`config.mk`:
```
export PLATFORM = sky130hd
export DESIGN_NAME = motion_event_classifier_flat
export DESIGN_NICKNAME = d
export VERILOG_FILES = /design/src/rtl/mec_pkg.sv /design/src/rtl/mec_if.sv /design/src/rtl/motion_event_classifier.sv /design/src/rtl/mec_front.sv /design/src/rtl/mec_queue.sv /design/src/rtl/mec_back.sv /design/src/flat_wrapper.sv
export SDC_FILE = /design/constraint.sdc
export NUM_CORES = 1
export LEC_CHECK = 0
export ABC_AREA = 1
export ABC_CLOCK_PERIOD_IN_PS = 8300
export BUFFER_PORTS_ARGS = -buffer_cell sky130_fd_sc_hd__clkbuf_2
export CORE_ASPECT_RATIO = 0.8
export CORE_MARGIN = 2
export CORE_UTILIZATION = 45
export DETAILED_ROUTE_END_ITERATION = 16
export SLEW_MARGIN = 10
export SYNTH_ARGS = -nofsm -noshare
export SYNTH_HDL_FRONTEND = slang
export SYNTH_SLANG_ARGS = --single-unit
```
`constraint.sdc`:
```
create_clock -name clk_i -period 8.3 [get_ports clk_i]
set_input_delay 0.83 -clock clk_i [delete_from_list [all_inputs] [get_ports clk_i]]
set_output_delay 0.83 -clock clk_i [all_outputs]
set_load 0.05 [all_outputs]
```
`src/rtl/mec_pkg.sv`:
```
// shared types, constants and threshold tables of the motion event classifier
`timescale 1ns / 1ps
package mec_pkg;

  localparam int ONE_G       = 4096;
  localparam int LEVELS      = 5;
  localparam int LEVEL_W     = 3;
  localparam int ROW_W       = $clog2(LEVELS);
  localparam int LEVEL_RESET = 2;
  localparam int AXIS_W      = 16;
  localparam int SUM_W       = 32;
  localparam int MAG_W       = 16;
  localparam int REM_W       = MAG_W + 3;
  localparam int STEP_W      = $clog2(SUM_W / 2);
  localparam int CNT_W       = 16;
  localparam int TIME_W      = 48;
  localparam int FLAG_W      = 3;
  localparam int QUEUE_DEPTH = 2;
  localparam int PTR_W       = (QUEUE_DEPTH > 1) ? $clog2(QUEUE_DEPTH) : 1;

  // sensor flag bits
  localparam int FLAG_IMPACT = 0;
  localparam int FLAG_MOTION = 1;
  localparam int FLAG_WAKE   = 2;

  typedef enum logic [1:0] {
    CLASS_NONE   = 2'd0,
    CLASS_SOFT   = 2'd1,
    CLASS_HARD   = 2'd2,
    CLASS_IMPACT = 2'd3
  } class_e;

  // accel thresholds in counts: floor(milli-g * ONE_G / 1000)
  localparam logic [MAG_W-1:0] ACC_SOFT [LEVELS] = '{
    MAG_W'(250 * ONE_G / 1000), MAG_W'(150 * ONE_G / 1000), MAG_W'(80 * ONE_G / 1000),
    MAG_W'(20 * ONE_G / 1000), MAG_W'(10 * ONE_G / 1000)
  };
  localparam logic [MAG_W-1:0] ACC_HARD [LEVELS] = '{
    MAG_W'(700 * ONE_G / 1000), MAG_W'(500 * ONE_G / 1000), MAG_W'(300 * ONE_G / 1000),
    MAG_W'(150 * ONE_G / 1000), MAG_W'(80 * ONE_G / 1000)
  };
  // gyro thresholds in 1/16 deg/s
  localparam logic [MAG_W-1:0] GYRO_SOFT [LEVELS] = '{
    MAG_W'(240), MAG_W'(160), MAG_W'(48), MAG_W'(16), MAG_W'(8)
  };
  localparam logic [MAG_W-1:0] GYRO_HARD [LEVELS] = '{
    MAG_W'(960), MAG_W'(640), MAG_W'(320), MAG_W'(160), MAG_W'(80)
  };

  // classified sample travelling from front to back
  typedef struct packed {
    class_e             cls;
    logic               fwd;
    logic [MAG_W-1:0]   dev;
    logic [MAG_W-1:0]   gmag;
    logic [TIME_W-1:0]  now;
    logic               clr;
  } entry_t;

endpackage

```
`src/rtl/mec_if.sv`:
```
// sample and result channel interfaces
`timescale 1ns / 1ps
interface mec_in_if;
  logic                                  valid;
  logic                                  ready;
  logic signed [mec_pkg::AXIS_W-1:0]     accel_x;
  logic signed [mec_pkg::AXIS_W-1:0]     accel_y;
  logic signed [mec_pkg::AXIS_W-1:0]     accel_z;
  logic signed [mec_pkg::AXIS_W-1:0]     gyro_x;
  logic signed [mec_pkg::AXIS_W-1:0]     gyro_y;
  logic signed [mec_pkg::AXIS_W-1:0]     gyro_z;
  logic        [mec_pkg::FLAG_W-1:0]     sensor_flags;
  logic                                  armed;
  logic                                  active_state;
  logic        [mec_pkg::TIME_W-1:0]     now_us;
  logic                                  clear_metrics;

  modport source (
    output valid, accel_x, accel_y, accel_z, gyro_x, gyro_y, gyro_z,
    output sensor_flags, armed, active_state, now_us, clear_metrics,
    input  ready
  );
  modport sink (
    input  valid, accel_x, accel_y, accel_z, gyro_x, gyro_y, gyro_z,
    input  sensor_flags, armed, active_state, now_us, clear_metrics,
    output ready
  );
endinterface

interface mec_out_if;
  logic                             valid;
  logic                             ready;
  logic [1:0]                       event_class;
  logic                             forward_event;
  logic [mec_pkg::MAG_W-1:0]        peak_accel_dev;
  logic [mec_pkg::MAG_W-1:0]        peak_gyro_mag;
  logic [mec_pkg::CNT_W-1:0]        hard_count;
  logic [mec_pkg::CNT_W-1:0]        soft_count;
  logic [mec_pkg::TIME_W-1:0]       last_move_time;
  logic [mec_pkg::TIME_W-1:0]       last_hard_time;

  modport source (
    output valid, event_class, forward_event, peak_accel_dev, peak_gyro_mag,
    output hard_count, soft_count, last_move_time, last_hard_time,
    input  ready
  );
  modport sink (
    input  valid, event_class, forward_event, peak_accel_dev, peak_gyro_mag,
    input  hard_count, soft_count, last_move_time, last_hard_time,
    output ready
  );
endinterface

```
`src/rtl/motion_event_classifier.sv`:
```
// motion event classifier: a sample passes the front, the queue and the back's output register
// the front accepts no new sample until it has pushed the last one: the shared squarer and the
// two-bit-per-step root unit in the front handle the accel vector, then the gyro vector
// the queue and output register let the front start the next sample while a result waits
// reset clears peaks, counters and timestamps to zero and sets the sensitivity level to 2
`timescale 1ns / 1ps
module motion_event_classifier (
  input  logic                        clk_i,
  input  logic                        rst_ni,
  input  logic                        cfg_we_i,
  input  logic [mec_pkg::LEVEL_W-1:0] cfg_wdata_i,
  mec_in_if.sink                      in_i,
  mec_out_if.source                   out_o
);

  logic [mec_pkg::LEVEL_W-1:0] level_q;

  logic            push_valid, push_ready;
  mec_pkg::entry_t push_data;
  logic            pop_valid, pop_ready;
  mec_pkg::entry_t pop_data;

  // out-of-range levels fall back to the default row
  always_ff @(posedge clk_i or negedge rst_ni) begin
    if (!rst_ni) begin
      level_q <= mec_pkg::LEVEL_W'(mec_pkg::LEVEL_RESET);
    end else if (cfg_we_i) begin
      level_q <= (cfg_wdata_i > mec_pkg::LEVEL_W'(mec_pkg::LEVELS - 1))
               ? mec_pkg::LEVEL_W'(mec_pkg::LEVEL_RESET) : cfg_wdata_i;
    end
  end

  mec_front u_front (
    .clk_i        (clk_i),
    .rst_ni       (rst_ni),
    .level_i      (level_q),
    .in_i         (in_i),
    .push_valid_o (push_valid),
    .push_ready_i (push_ready),
    .push_data_o  (push_data)
  );

  mec_queue u_queue (
    .clk_i        (clk_i),
    .rst_ni       (rst_ni),
    .push_valid_i (push_valid),
    .push_ready_o (push_ready),
    .push_data_i  (push_data),
    .pop_valid_o  (pop_valid),
    .pop_ready_i  (pop_ready),
    .pop_data_o   (pop_data)
  );

  mec_back u_back (
    .clk_i       (clk_i),
    .rst_ni      (rst_ni),
    .pop_valid_i (pop_valid),
    .pop_ready_o (pop_ready),
    .pop_data_i  (pop_data),
    .out_o       (out_o)
  );

endmodule

```
`src/rtl/mec_front.sv`:
```
// front end: takes a sample, forms both magnitudes iteratively and classifies it
`timescale 1ns / 1ps
module mec_front (
  input  logic                            clk_i,
  input  logic                            rst_ni,
  input  logic [mec_pkg::LEVEL_W-1:0]     level_i,
  mec_in_if.sink                          in_i,
  output logic                            push_valid_o,
  input  logic                            push_ready_i,
  output mec_pkg::entry_t                 push_data_o
);

  typedef enum logic [1:0] {
    S_IDLE,
    S_SQUARE,
    S_ROOT,
    S_PUSH
  } state_e;

  state_e                            state_q, state_d;
  logic [mec_pkg::STEP_W-1:0]        cnt_q, cnt_d;
  logic                              phase_q, phase_d;   // 0 accel, 1 gyro

  logic signed [mec_pkg::AXIS_W-1:0] acc_q [3];
  logic signed [mec_pkg::AXIS_W-1:0] gyr_q [3];
  logic [mec_pkg::FLAG_W-1:0]        flags_q;
  logic                              armed_q;
  logic                              active_q;
  logic [mec_pkg::TIME_W-1:0]        now_q;
  logic                              clr_q;
  logic [mec_pkg::SUM_W-1:0]         sum_q;
  logic [mec_pkg::REM_W-1:0]         rem_q;
  logic [mec_pkg::MAG_W-1:0]         root_q;
  logic [mec_pkg::MAG_W-1:0]         amag_q;
  logic [mec_pkg::MAG_W-1:0]         gmag_q;

  logic                              accept;
  logic signed [mec_pkg::AXIS_W-1:0] operand;
  logic [mec_pkg::AXIS_W-1:0]        abs_v;
  logic [mec_pkg::SUM_W-1:0]         square;
  logic [mec_pkg::REM_W-1:0]         rem_shift;
  logic [mec_pkg::REM_W-1:0]         trial;
  logic                              take;
  logic [mec_pkg::MAG_W-1:0]         root_next;

  logic [mec_pkg::LEVEL_W-1:0]       row;
  logic [mec_pkg::ROW_W-1:0]         row_idx;
  logic [mec_pkg::MAG_W-1:0]         dev;
  logic                              over_hard;
  logic                              over_soft;
  mec_pkg::class_e                   cls;

  assign in_i.ready = (state_q == S_IDLE);
  assign accept     = in_i.valid && in_i.ready;

  // one shared squarer, one axis a cycle
  assign operand = phase_q ? gyr_q[cnt_q[1:0]] : acc_q[cnt_q[1:0]];
  assign abs_v   = operand[mec_pkg::AXIS_W-1] ? mec_pkg::AXIS_W'(-operand)
                                              : mec_pkg::AXIS_W'(operand);
  assign square  = {{(mec_pkg::SUM_W - mec_pkg::AXIS_W){1'b0}}, abs_v}
                 * {{(mec_pkg::SUM_W - mec_pkg::AXIS_W){1'b0}}, abs_v};

  // digit-by-digit square root, two radicand bits a step
  assign rem_shift = {rem_q[mec_pkg::REM_W-3:0], sum_q[mec_pkg::SUM_W-1 -: 2]};
  assign trial     = mec_pkg::REM_W'({root_q, 2'b01});
  assign take      = (rem_shift >= trial);
  assign root_next = {root_q[mec_pkg::MAG_W-2:0], take};

  always_comb begin
    state_d = state_q;
    cnt_d   = cnt_q;
    phase_d = phase_q;
    unique case (state_q)
      S_IDLE: begin
        if (accept) begin
          state_d = S_SQUARE;
          cnt_d   = '0;
          phase_d = 1'b0;
        end
      end
      S_SQUARE: begin
        if (cnt_q == mec_pkg::STEP_W'(2)) begin
          state_d = S_ROOT;
          cnt_d   = '1;
        end else begin
          cnt_d = cnt_q + 1'b1;
        end
      end
      S_ROOT: begin
        cnt_d = cnt_q - 1'b1;
        if (cnt_q == '0) begin
          if (phase_q) begin
            state_d = S_PUSH;
          end else begin
            state_d = S_SQUARE;
            phase_d = 1'b1;
            cnt_d   = '0;
          end
        end
      end
      S_PUSH: begin
        if (push_ready_i) begin
          state_d = S_IDLE;
        end
      end
      default: state_d = S_IDLE;
    endcase
  end

  always_ff @(posedge clk_i or negedge rst_ni) begin
    if (!rst_ni) begin
      state_q <= S_IDLE;
      cnt_q   <= '0;
      phase_q <= 1'b0;
    end else begin
      state_q <= state_d;
      cnt_q   <= cnt_d;
      phase_q <= phase_d;
    end
  end

  always_ff @(posedge clk_i) begin
    if (accept) begin
      acc_q[0] <= in_i.accel_x;
      acc_q[1] <= in_i.accel_y;
      acc_q[2] <= in_i.accel_z;
      gyr_q[0] <= in_i.gyro_x;
      gyr_q[1] <= in_i.gyro_y;
      gyr_q[2] <= in_i.gyro_z;
      flags_q  <= in_i.sensor_flags;
      armed_q  <= in_i.armed;
      active_q <= in_i.active_state;
      now_q    <= in_i.now_us;
      clr_q    <= in_i.clear_metrics;
      sum_q    <= '0;
    end
    if (state_q == S_SQUARE) begin
      sum_q  <= sum_q + square;
      rem_q  <= '0;
      root_q <= '0;
    end
    if (state_q == S_ROOT) begin
      rem_q  <= take ? (rem_shift - trial) : rem_shift;
      root_q <= root_next;
      // last step of the accel root clears the sum for the gyro pass
      if (cnt_q == '0 && !phase_q) begin
        sum_q  <= '0;
        amag_q <= root_next;
      end else begin
        sum_q <= {sum_q[mec_pkg::SUM_W-3:0], 2'b00};
      end
      if (cnt_q == '0 && phase_q) begin
        gmag_q <= root_next;
      end
    end
  end

  // classification against the sensor flags and the selected threshold row
  always_comb begin
    row = (level_i > mec_pkg::LEVEL_W'(mec_pkg::LEVELS - 1))
        ? mec_pkg::LEVEL_W'(mec_pkg::LEVELS - 1) : level_i;
    row_idx = row[mec_pkg::ROW_W-1:0];
    dev = (amag_q >= mec_pkg::MAG_W'(mec_pkg::ONE_G))
        ? amag_q - mec_pkg::MAG_W'(mec_pkg::ONE_G)
        : mec_pkg::MAG_W'(mec_pkg::ONE_G) - amag_q;
    over_hard = (dev > mec_pkg::ACC_HARD[row_idx]) || (gmag_q > mec_pkg::GYRO_HARD[row_idx]);
    over_soft = flags_q[mec_pkg::FLAG_MOTION] || flags_q[mec_pkg::FLAG_WAKE]
             || (dev > mec_pkg::ACC_SOFT[row_idx]) || (gmag_q > mec_pkg::GYRO_SOFT[row_idx]);
    if (flags_q[mec_pkg::FLAG_IMPACT]) begin
      cls = mec_pkg::CLASS_IMPACT;
    end else if (over_hard) begin
      cls = mec_pkg::CLASS_HARD;
    end else if (over_soft) begin
      cls = mec_pkg::CLASS_SOFT;
    end else begin
      cls = mec_pkg::CLASS_NONE;
    end
  end

  assign push_valid_o     = (state_q == S_PUSH);
  assign push_data_o.cls  = cls;
  assign push_data_o.fwd  = (cls != mec_pkg::CLASS_NONE) && (armed_q || active_q);
  assign push_data_o.dev  = dev;
  assign push_data_o.gmag = gmag_q;
  assign push_data_o.now  = now_q;
  assign push_data_o.clr  = clr_q;

endmodule

```
`src/rtl/mec_queue.sv`:
```
// short queue of classified samples between front and back
`timescale 1ns / 1ps
module mec_queue (
  input  logic            clk_i,
  input  logic            rst_ni,
  input  logic            push_valid_i,
  output logic            push_ready_o,
  input  mec_pkg::entry_t push_data_i,
  output logic            pop_valid_o,
  input  logic            pop_ready_i,
  output mec_pkg::entry_t pop_data_o
);

  localparam logic [mec_pkg::PTR_W-1:0] LAST = mec_pkg::PTR_W'(mec_pkg::QUEUE_DEPTH - 1);

  mec_pkg::entry_t               mem_q [mec_pkg::QUEUE_DEPTH];
  logic [mec_pkg::PTR_W-1:0]     wr_ptr_q, rd_ptr_q;
  logic [mec_pkg::PTR_W:0]       count_q;
  logic                          push, pop;

  assign push_ready_o = (count_q != (mec_pkg::PTR_W + 1)'(mec_pkg::QUEUE_DEPTH));
  assign pop_valid_o  = (count_q != '0);
  assign push         = push_valid_i && push_ready_o;
  assign pop          = pop_valid_o && pop_ready_i;
  assign pop_data_o   = mem_q[rd_ptr_q];

  always_ff @(posedge clk_i or negedge rst_ni) begin
    if (!rst_ni) begin
      wr_ptr_q <= '0;
      rd_ptr_q <= '0;
      count_q  <= '0;
    end else begin
      if (push) begin
        wr_ptr_q <= (wr_ptr_q == LAST) ? '0 : wr_ptr_q + 1'b1;
      end
      if (pop) begin
        rd_ptr_q <= (rd_ptr_q == LAST) ? '0 : rd_ptr_q + 1'b1;
      end
      if (push && !pop) begin
        count_q <= count_q + 1'b1;
      end else if (pop && !push) begin
        count_q <= count_q - 1'b1;
      end
    end
  end

  always_ff @(posedge clk_i) begin
    if (push) begin
      mem_q[wr_ptr_q] <= push_data_i;
    end
  end

endmodule

```
`src/rtl/mec_back.sv`:
```
// back end: applies a classified sample to peaks, counters and timestamps
`timescale 1ns / 1ps
module mec_back (
  input  logic            clk_i,
  input  logic            rst_ni,
  input  logic            pop_valid_i,
  output logic            pop_ready_o,
  input  mec_pkg::entry_t pop_data_i,
  mec_out_if.source       out_o
);

  logic                          out_valid_q;
  mec_pkg::class_e               cls_q;
  logic                          fwd_q;
  logic [mec_pkg::MAG_W-1:0]     peak_dev_q, peak_dev_d;
  logic [mec_pkg::MAG_W-1:0]     peak_rate_q, peak_rate_d;
  logic [mec_pkg::CNT_W-1:0]     hard_cnt_q, hard_cnt_d;
  logic [mec_pkg::CNT_W-1:0]     soft_cnt_q, soft_cnt_d;
  logic [mec_pkg::TIME_W-1:0]    move_time_q, move_time_d;
  logic [mec_pkg::TIME_W-1:0]    hard_time_q, hard_time_d;

  logic                          load;
  logic                          is_event;
  logic                          is_hard;
  logic [mec_pkg::MAG_W-1:0]     dev_base, rate_base;
  logic [mec_pkg::CNT_W-1:0]     hard_base, soft_base;

  // the output register frees up on the transfer that empties it
  assign pop_ready_o = !out_valid_q || out_o.ready;
  assign load        = pop_valid_i && pop_ready_o;

  always_comb begin
    is_event  = (pop_data_i.cls != mec_pkg::CLASS_NONE);
    is_hard   = (pop_data_i.cls == mec_pkg::CLASS_HARD)
             || (pop_data_i.cls == mec_pkg::CLASS_IMPACT);
    dev_base  = pop_data_i.clr ? '0 : peak_dev_q;
    rate_base = pop_data_i.clr ? '0 : peak_rate_q;
    hard_base = pop_data_i.clr ? '0 : hard_cnt_q;
    soft_base = pop_data_i.clr ? '0 : soft_cnt_q;

    peak_dev_d  = dev_base;
    peak_rate_d = rate_base;
    hard_cnt_d  = hard_base;
    soft_cnt_d  = soft_base;
    move_time_d = move_time_q;
    hard_time_d = hard_time_q;
    if (is_event) begin
      move_time_d = pop_data_i.now;
      if (is_hard) begin
        hard_time_d = pop_data_i.now;
        if (hard_base != '1) begin
          hard_cnt_d = hard_base + 1'b1;
        end
      end else if (soft_base != '1) begin
        soft_cnt_d = soft_base + 1'b1;
      end
      if (pop_data_i.dev > dev_base) begin
        peak_dev_d = pop_data_i.dev;
      end
      if (pop_data_i.gmag > rate_base) begin
        peak_rate_d = pop_data_i.gmag;
      end
    end
  end

  always_ff @(posedge clk_i or negedge rst_ni) begin
    if (!rst_ni) begin
      out_valid_q <= 1'b0;
      peak_dev_q  <= '0;
      peak_rate_q <= '0;
      hard_cnt_q  <= '0;
      soft_cnt_q  <= '0;
      move_time_q <= '0;
      hard_time_q <= '0;
    end else begin
      if (load) begin
        out_valid_q <= 1'b1;
        peak_dev_q  <= peak_dev_d;
        peak_rate_q <= peak_rate_d;
        hard_cnt_q  <= hard_cnt_d;
        soft_cnt_q  <= soft_cnt_d;
        move_time_q <= move_time_d;
        hard_time_q <= hard_time_d;
      end else if (out_o.ready) begin
        out_valid_q <= 1'b0;
      end
    end
  end

  always_ff @(posedge clk_i) begin
    if (load) begin
      cls_q <= pop_data_i.cls;
      fwd_q <= pop_data_i.fwd;
    end
  end

  // state only changes on a load, so it doubles as the result payload
  assign out_o.valid          = out_valid_q;
  assign out_o.event_class    = cls_q;
  assign out_o.forward_event  = fwd_q;
  assign out_o.peak_accel_dev = peak_dev_q;
  assign out_o.peak_gyro_mag  = peak_rate_q;
  assign out_o.hard_count     = hard_cnt_q;
  assign out_o.soft_count     = soft_cnt_q;
  assign out_o.last_move_time = move_time_q;
  assign out_o.last_hard_time = hard_time_q;

endmodule

```
`src/flat_wrapper.sv`:
```
// flat-port wrapper written by rule: the top's interface ports become plain ports
module motion_event_classifier_flat 
  (clk_i, rst_ni, cfg_we_i, cfg_wdata_i, in_i_valid, in_i_accel_x, in_i_accel_y, in_i_accel_z, in_i_gyro_x, in_i_gyro_y, in_i_gyro_z, in_i_sensor_flags, in_i_armed, in_i_active_state, in_i_now_us, in_i_clear_metrics, in_i_ready, out_o_valid, out_o_event_class, out_o_forward_event, out_o_peak_accel_dev, out_o_peak_gyro_mag, out_o_hard_count, out_o_soft_count, out_o_last_move_time, out_o_last_hard_time, out_o_ready);
  mec_in_if in_i_i ();
  mec_out_if out_o_i ();
  input  logic clk_i;
  input  logic rst_ni;
  input  logic cfg_we_i;
  input  logic [mec_pkg::LEVEL_W-1:0] cfg_wdata_i;
  input wire logic [$bits(in_i_i.valid)-1:0] in_i_valid;
  input wire logic [$bits(in_i_i.accel_x)-1:0] in_i_accel_x;
  input wire logic [$bits(in_i_i.accel_y)-1:0] in_i_accel_y;
  input wire logic [$bits(in_i_i.accel_z)-1:0] in_i_accel_z;
  input wire logic [$bits(in_i_i.gyro_x)-1:0] in_i_gyro_x;
  input wire logic [$bits(in_i_i.gyro_y)-1:0] in_i_gyro_y;
  input wire logic [$bits(in_i_i.gyro_z)-1:0] in_i_gyro_z;
  input wire logic [$bits(in_i_i.sensor_flags)-1:0] in_i_sensor_flags;
  input wire logic [$bits(in_i_i.armed)-1:0] in_i_armed;
  input wire logic [$bits(in_i_i.active_state)-1:0] in_i_active_state;
  input wire logic [$bits(in_i_i.now_us)-1:0] in_i_now_us;
  input wire logic [$bits(in_i_i.clear_metrics)-1:0] in_i_clear_metrics;
  output wire logic [$bits(in_i_i.ready)-1:0] in_i_ready;
  output wire logic [$bits(out_o_i.valid)-1:0] out_o_valid;
  output wire logic [$bits(out_o_i.event_class)-1:0] out_o_event_class;
  output wire logic [$bits(out_o_i.forward_event)-1:0] out_o_forward_event;
  output wire logic [$bits(out_o_i.peak_accel_dev)-1:0] out_o_peak_accel_dev;
  output wire logic [$bits(out_o_i.peak_gyro_mag)-1:0] out_o_peak_gyro_mag;
  output wire logic [$bits(out_o_i.hard_count)-1:0] out_o_hard_count;
  output wire logic [$bits(out_o_i.soft_count)-1:0] out_o_soft_count;
  output wire logic [$bits(out_o_i.last_move_time)-1:0] out_o_last_move_time;
  output wire logic [$bits(out_o_i.last_hard_time)-1:0] out_o_last_hard_time;
  input wire logic [$bits(out_o_i.ready)-1:0] out_o_ready;
  assign in_i_i.valid = in_i_valid;
  assign in_i_i.accel_x = in_i_accel_x;
  assign in_i_i.accel_y = in_i_accel_y;
  assign in_i_i.accel_z = in_i_accel_z;
  assign in_i_i.gyro_x = in_i_gyro_x;
  assign in_i_i.gyro_y = in_i_gyro_y;
  assign in_i_i.gyro_z = in_i_gyro_z;
  assign in_i_i.sensor_flags = in_i_sensor_flags;
  assign in_i_i.armed = in_i_armed;
  assign in_i_i.active_state = in_i_active_state;
  assign in_i_i.now_us = in_i_now_us;
  assign in_i_i.clear_metrics = in_i_clear_metrics;
  assign in_i_ready = in_i_i.ready;
  assign out_o_valid = out_o_i.valid;
  assign out_o_event_class = out_o_i.event_class;
  assign out_o_forward_event = out_o_i.forward_event;
  assign out_o_peak_accel_dev = out_o_i.peak_accel_dev;
  assign out_o_peak_gyro_mag = out_o_i.peak_gyro_mag;
  assign out_o_hard_count = out_o_i.hard_count;
  assign out_o_soft_count = out_o_i.soft_count;
  assign out_o_last_move_time = out_o_i.last_move_time;
  assign out_o_last_hard_time = out_o_i.last_hard_time;
  assign out_o_i.ready = out_o_ready;
  motion_event_classifier u_core (.clk_i(clk_i), .rst_ni(rst_ni), .cfg_we_i(cfg_we_i), .cfg_wdata_i(cfg_wdata_i), .in_i(in_i_i), .out_o(out_o_i));
endmodule
```
==> results by group <==
Synthesis
  • Post-synth EDFFs: 418
  • Syn Area/Cell: around 10 sq um
  • Cells taking the most area after synthesis: edfxtp_1, dfrtp_1, fa_1
  • Synth Cell Area: roughly 35000 sq um
  • Synth cell count leaders: nand2_1, inv_1, edfxtp_1
  • Synth Flop Type: edfxtp_1
  • Cell variety after synth: 63
  • Yosys reg bits: roughly 590
  • Ys Warns: 0
  • Sequential area share after synthesis: 0.483
  • Post-synthesis cell count: roughly 3500
  • Ys async rst share: 0.295
  • Top-count cell post-synth: nand2_1
  • Area leader, netlist: edfxtp_1
  • Synth top area share: 0.358

Floorplan
  • Ports: 323
  • Die Span X: 316 um
  • Die area: between 80000 and 90000 sq um
  • Row count: slightly above 90
  • Core box area: approximately 77000 sq um
  • Starting density of the core: 0.455
  • Die height: approximately 250 um

Timing
  • Finish-stage setup viols: 0
  • Final worst path period share: 0.940
  • Worst slew pin tran: 1.05 ns
  • Max Fclk: ~130 MHz
  • Final hold violations: 0
  • Setup TNS Final: 0 ns
  • Post-layout min period: 7.81 ns
  • Final hold slack: 0.169 ns
  • Clock Skew: 0.0284 ns
  • RSZ-0062 raised after global routing: no
  • Max-slew violation count: 0
  • Max_slew headroom: 0.300

Worst setup path
  • Reg2reg start: u_core.u_front.cnt_q[1]
  • Setup CP Type: reg -> reg
  • Crit-path max FO: 31
  • Slowest CP cell: fa_1
  • CP Capture Type: register
  • R2R depth: 28
  • Arr. time, crit path: about 8.2 ns
  • CP required: 8.68 ns
  • R2R Setup Slk: between 0.4 and 0.5 ns
  • CP Launch Type: register
  • Max incr delay on CP: roughly 0.55 ns
  • R2R Path End: u_core.u_front.sum_q[31]

Global route
  • Largest net degree at the start of global routing: 98
  • Total global-route track usage: 0.219
  • First-pass GRT wire length: ~140 mm
  • GRT met1 Usage: 0.342
  • Grt met2 use: 0.316
  • Vias in the first global route: 24100
  • Initial antenna violation count: 5
  • Total global routing overflow: 0
  • GR Util met3: 0.0409
  • Most used routing layer in global routing: met1

Placement
  • PortBufs: between 300 and 400
  • Gp weighted congestion: 0.904
  • Hpwl dp: roughly 65 mm

Clocking
  • Clk buf depth: 3
  • Post-CTS Setup Inserts: 0
  • Clock Sinks: just under 600
  • H-tree Lvls: 2
  • TritonCTS clock tree: built
  • Latest clock arrival within the worst-skew pair: 0.64 ns
  • Clk root buf: clkbuf_16
  • CTS Buf Count: between 60 and 70
  • Hold Buf Count CTS: 0
  • Reg clk slew, reported paths: ~0.060 ns

Routing
  • Initial drt markers: around 1800
  • Via count: 24700
  • First-pass iteration count of the detailed router: 5
  • DRT antenna net count: 0
  • DRC: 0
  • Via density: about 5
  • Total Wirelength: between 80 and 90 mm
  • Routed wire per std cell: around 18 um

Final layout
  • Area delta synth->final: 13.4%
  • Nets: 4407
  • Fillcell total: between 6000 and 7000
  • Sequential standard cell area: ~17000 sq um
  • Share of cells above drive strength 1: 0.143
  • Multi-input gate area: approximately 15000 sq um

Status
  • Status: complete, no violations

Job
  • Max-Cap Viols: 0

Min path
  • Hold Crit Class: in -> async
==> registers in the layout, indices dropped and copies added, names as in the netlist, 17 cells and up <==
signal,flops
u_core.u_back.out_o.last_hard_time,48
u_core.u_back.out_o.last_move_time,48
u_core.u_front.acc_q,48
u_core.u_front.gyr_q,48
u_core.u_front.now_q,48
u_core.u_front.rem_q,17
u_core.u_front.sum_q,32
u_core.u_queue.mem_q,168
==> repair_timing <==
item / 4_1_cts / 5_1_grt
resized for setup: 0 / 7
hold endpoints to repair: 0 / 0
setup endpoints to repair: 0 / 3
==> per-layer routing <==
layer	vias up	routed length [um]
met3	106	7060
met1	11700	42500
li1	12100	-
met5	-	21
met2	753	35900
met4	4	1610
==> cells by family after synthesis <==
kind of cell,synth area share
simple gates,0.156
buf+inv,0.0786
other cells,0.000214
flops,0.483
compound gates,0.0705
mux,0.00913
fa+ha+maj,0.185
xor+xnor,0.0182
==> cell type report <==
type | instances | share of cell area
flip-flops and latches | 593 | 0.426
multi-input cells | 2239 | 0.389
inverters | 597 | 0.0568
repair buffers | 356 | 0.0474
clock buffers | 87 | 0.0432
well taps | 1023 | 0.0322
clock inverters | 28 | 0.00557
diodes | 2 | 0.000126
==> metrics by stage <==
stage	util	cell area [sq um]	worst slack (ns)	instances
floorplan	-	35100	1.37	3530
global placement	0.490	37800	0.405	4808
detailed placement	0.490	37800	0.470	4808
CTS	0.515	39700	0.454	4923
global route	0.516	39700	0.0160	4924
finish	0.516	39700	0.495	4925
==> worst max path at each step <==
stage / from / slack (ns) / to
after global routing: u_core.u_front.cnt_q[1] / 0.02 / u_core.u_front.sum_q[23]
after global placement: u_core.u_front.cnt_q[0] / 0.41 / u_core.u_front.sum_q[31]
after detailed placement: u_core.u_front.phase_q / 0.47 / u_core.u_front.sum_q[31]
after floorplan: u_core.u_front.cnt_q[0] / 1.37 / u_core.u_front.sum_q[27]
after CTS: u_core.u_front.phase_q / 0.45 / u_core.u_front.sum_q[31]
final: u_core.u_front.cnt_q[1] / 0.49 / u_core.u_front.sum_q[31]
==> worst max-delay path: cells and delay by family, from the launching register on <==
family	cells	cell delay [ns]
flip-flops	1	0.39
AND/OR/NAND/NOR	11	1.62
AO/OA/AOI/OAI	2	0.44
buffers and inverters	7	1.30
XOR/XNOR	1	0.42
adder cells (fa/ha/maj)	7	3.37
==> layout by cell type, fill, tap and decap left out, types with 15 or more instances in the layout <==
| cell | netlist | final |
|---|---|---|
| clkbuf_1 | 51 | 19 |
| clkbuf_2 | 0 | 321 |
| buf_4 | 6 | 32 |
| edfxtp_1 | 418 | 418 |
| fa_1 | 194 | 194 |
| inv_1 | 570 | 568 |
| clkbuf_16 | 0 | 63 |
| nor2_1 | 312 | 308 |
| nand2_1 | 701 | 700 |
| nand2_2 | 27 | 28 |
| a21oi_1 | 152 | 151 |
| inv_2 | 24 | 23 |
| nand4_1 | 31 | 31 |
| mux2i_1 | 32 | 32 |
| xor2_1 | 53 | 53 |
| nor3_1 | 20 | 19 |
| nand3_1 | 139 | 139 |
| xnor2_1 | 15 | 15 |
| ha_1 | 207 | 207 |
| dfrtp_1 | 174 | 173 |
| a31oi_1 | 99 | 99 |
| o21ai_0 | 124 | 124 |
Power is not shown: default switching activity piles up to over one toggle a cycle in this logic, so the estimate is an artifact.
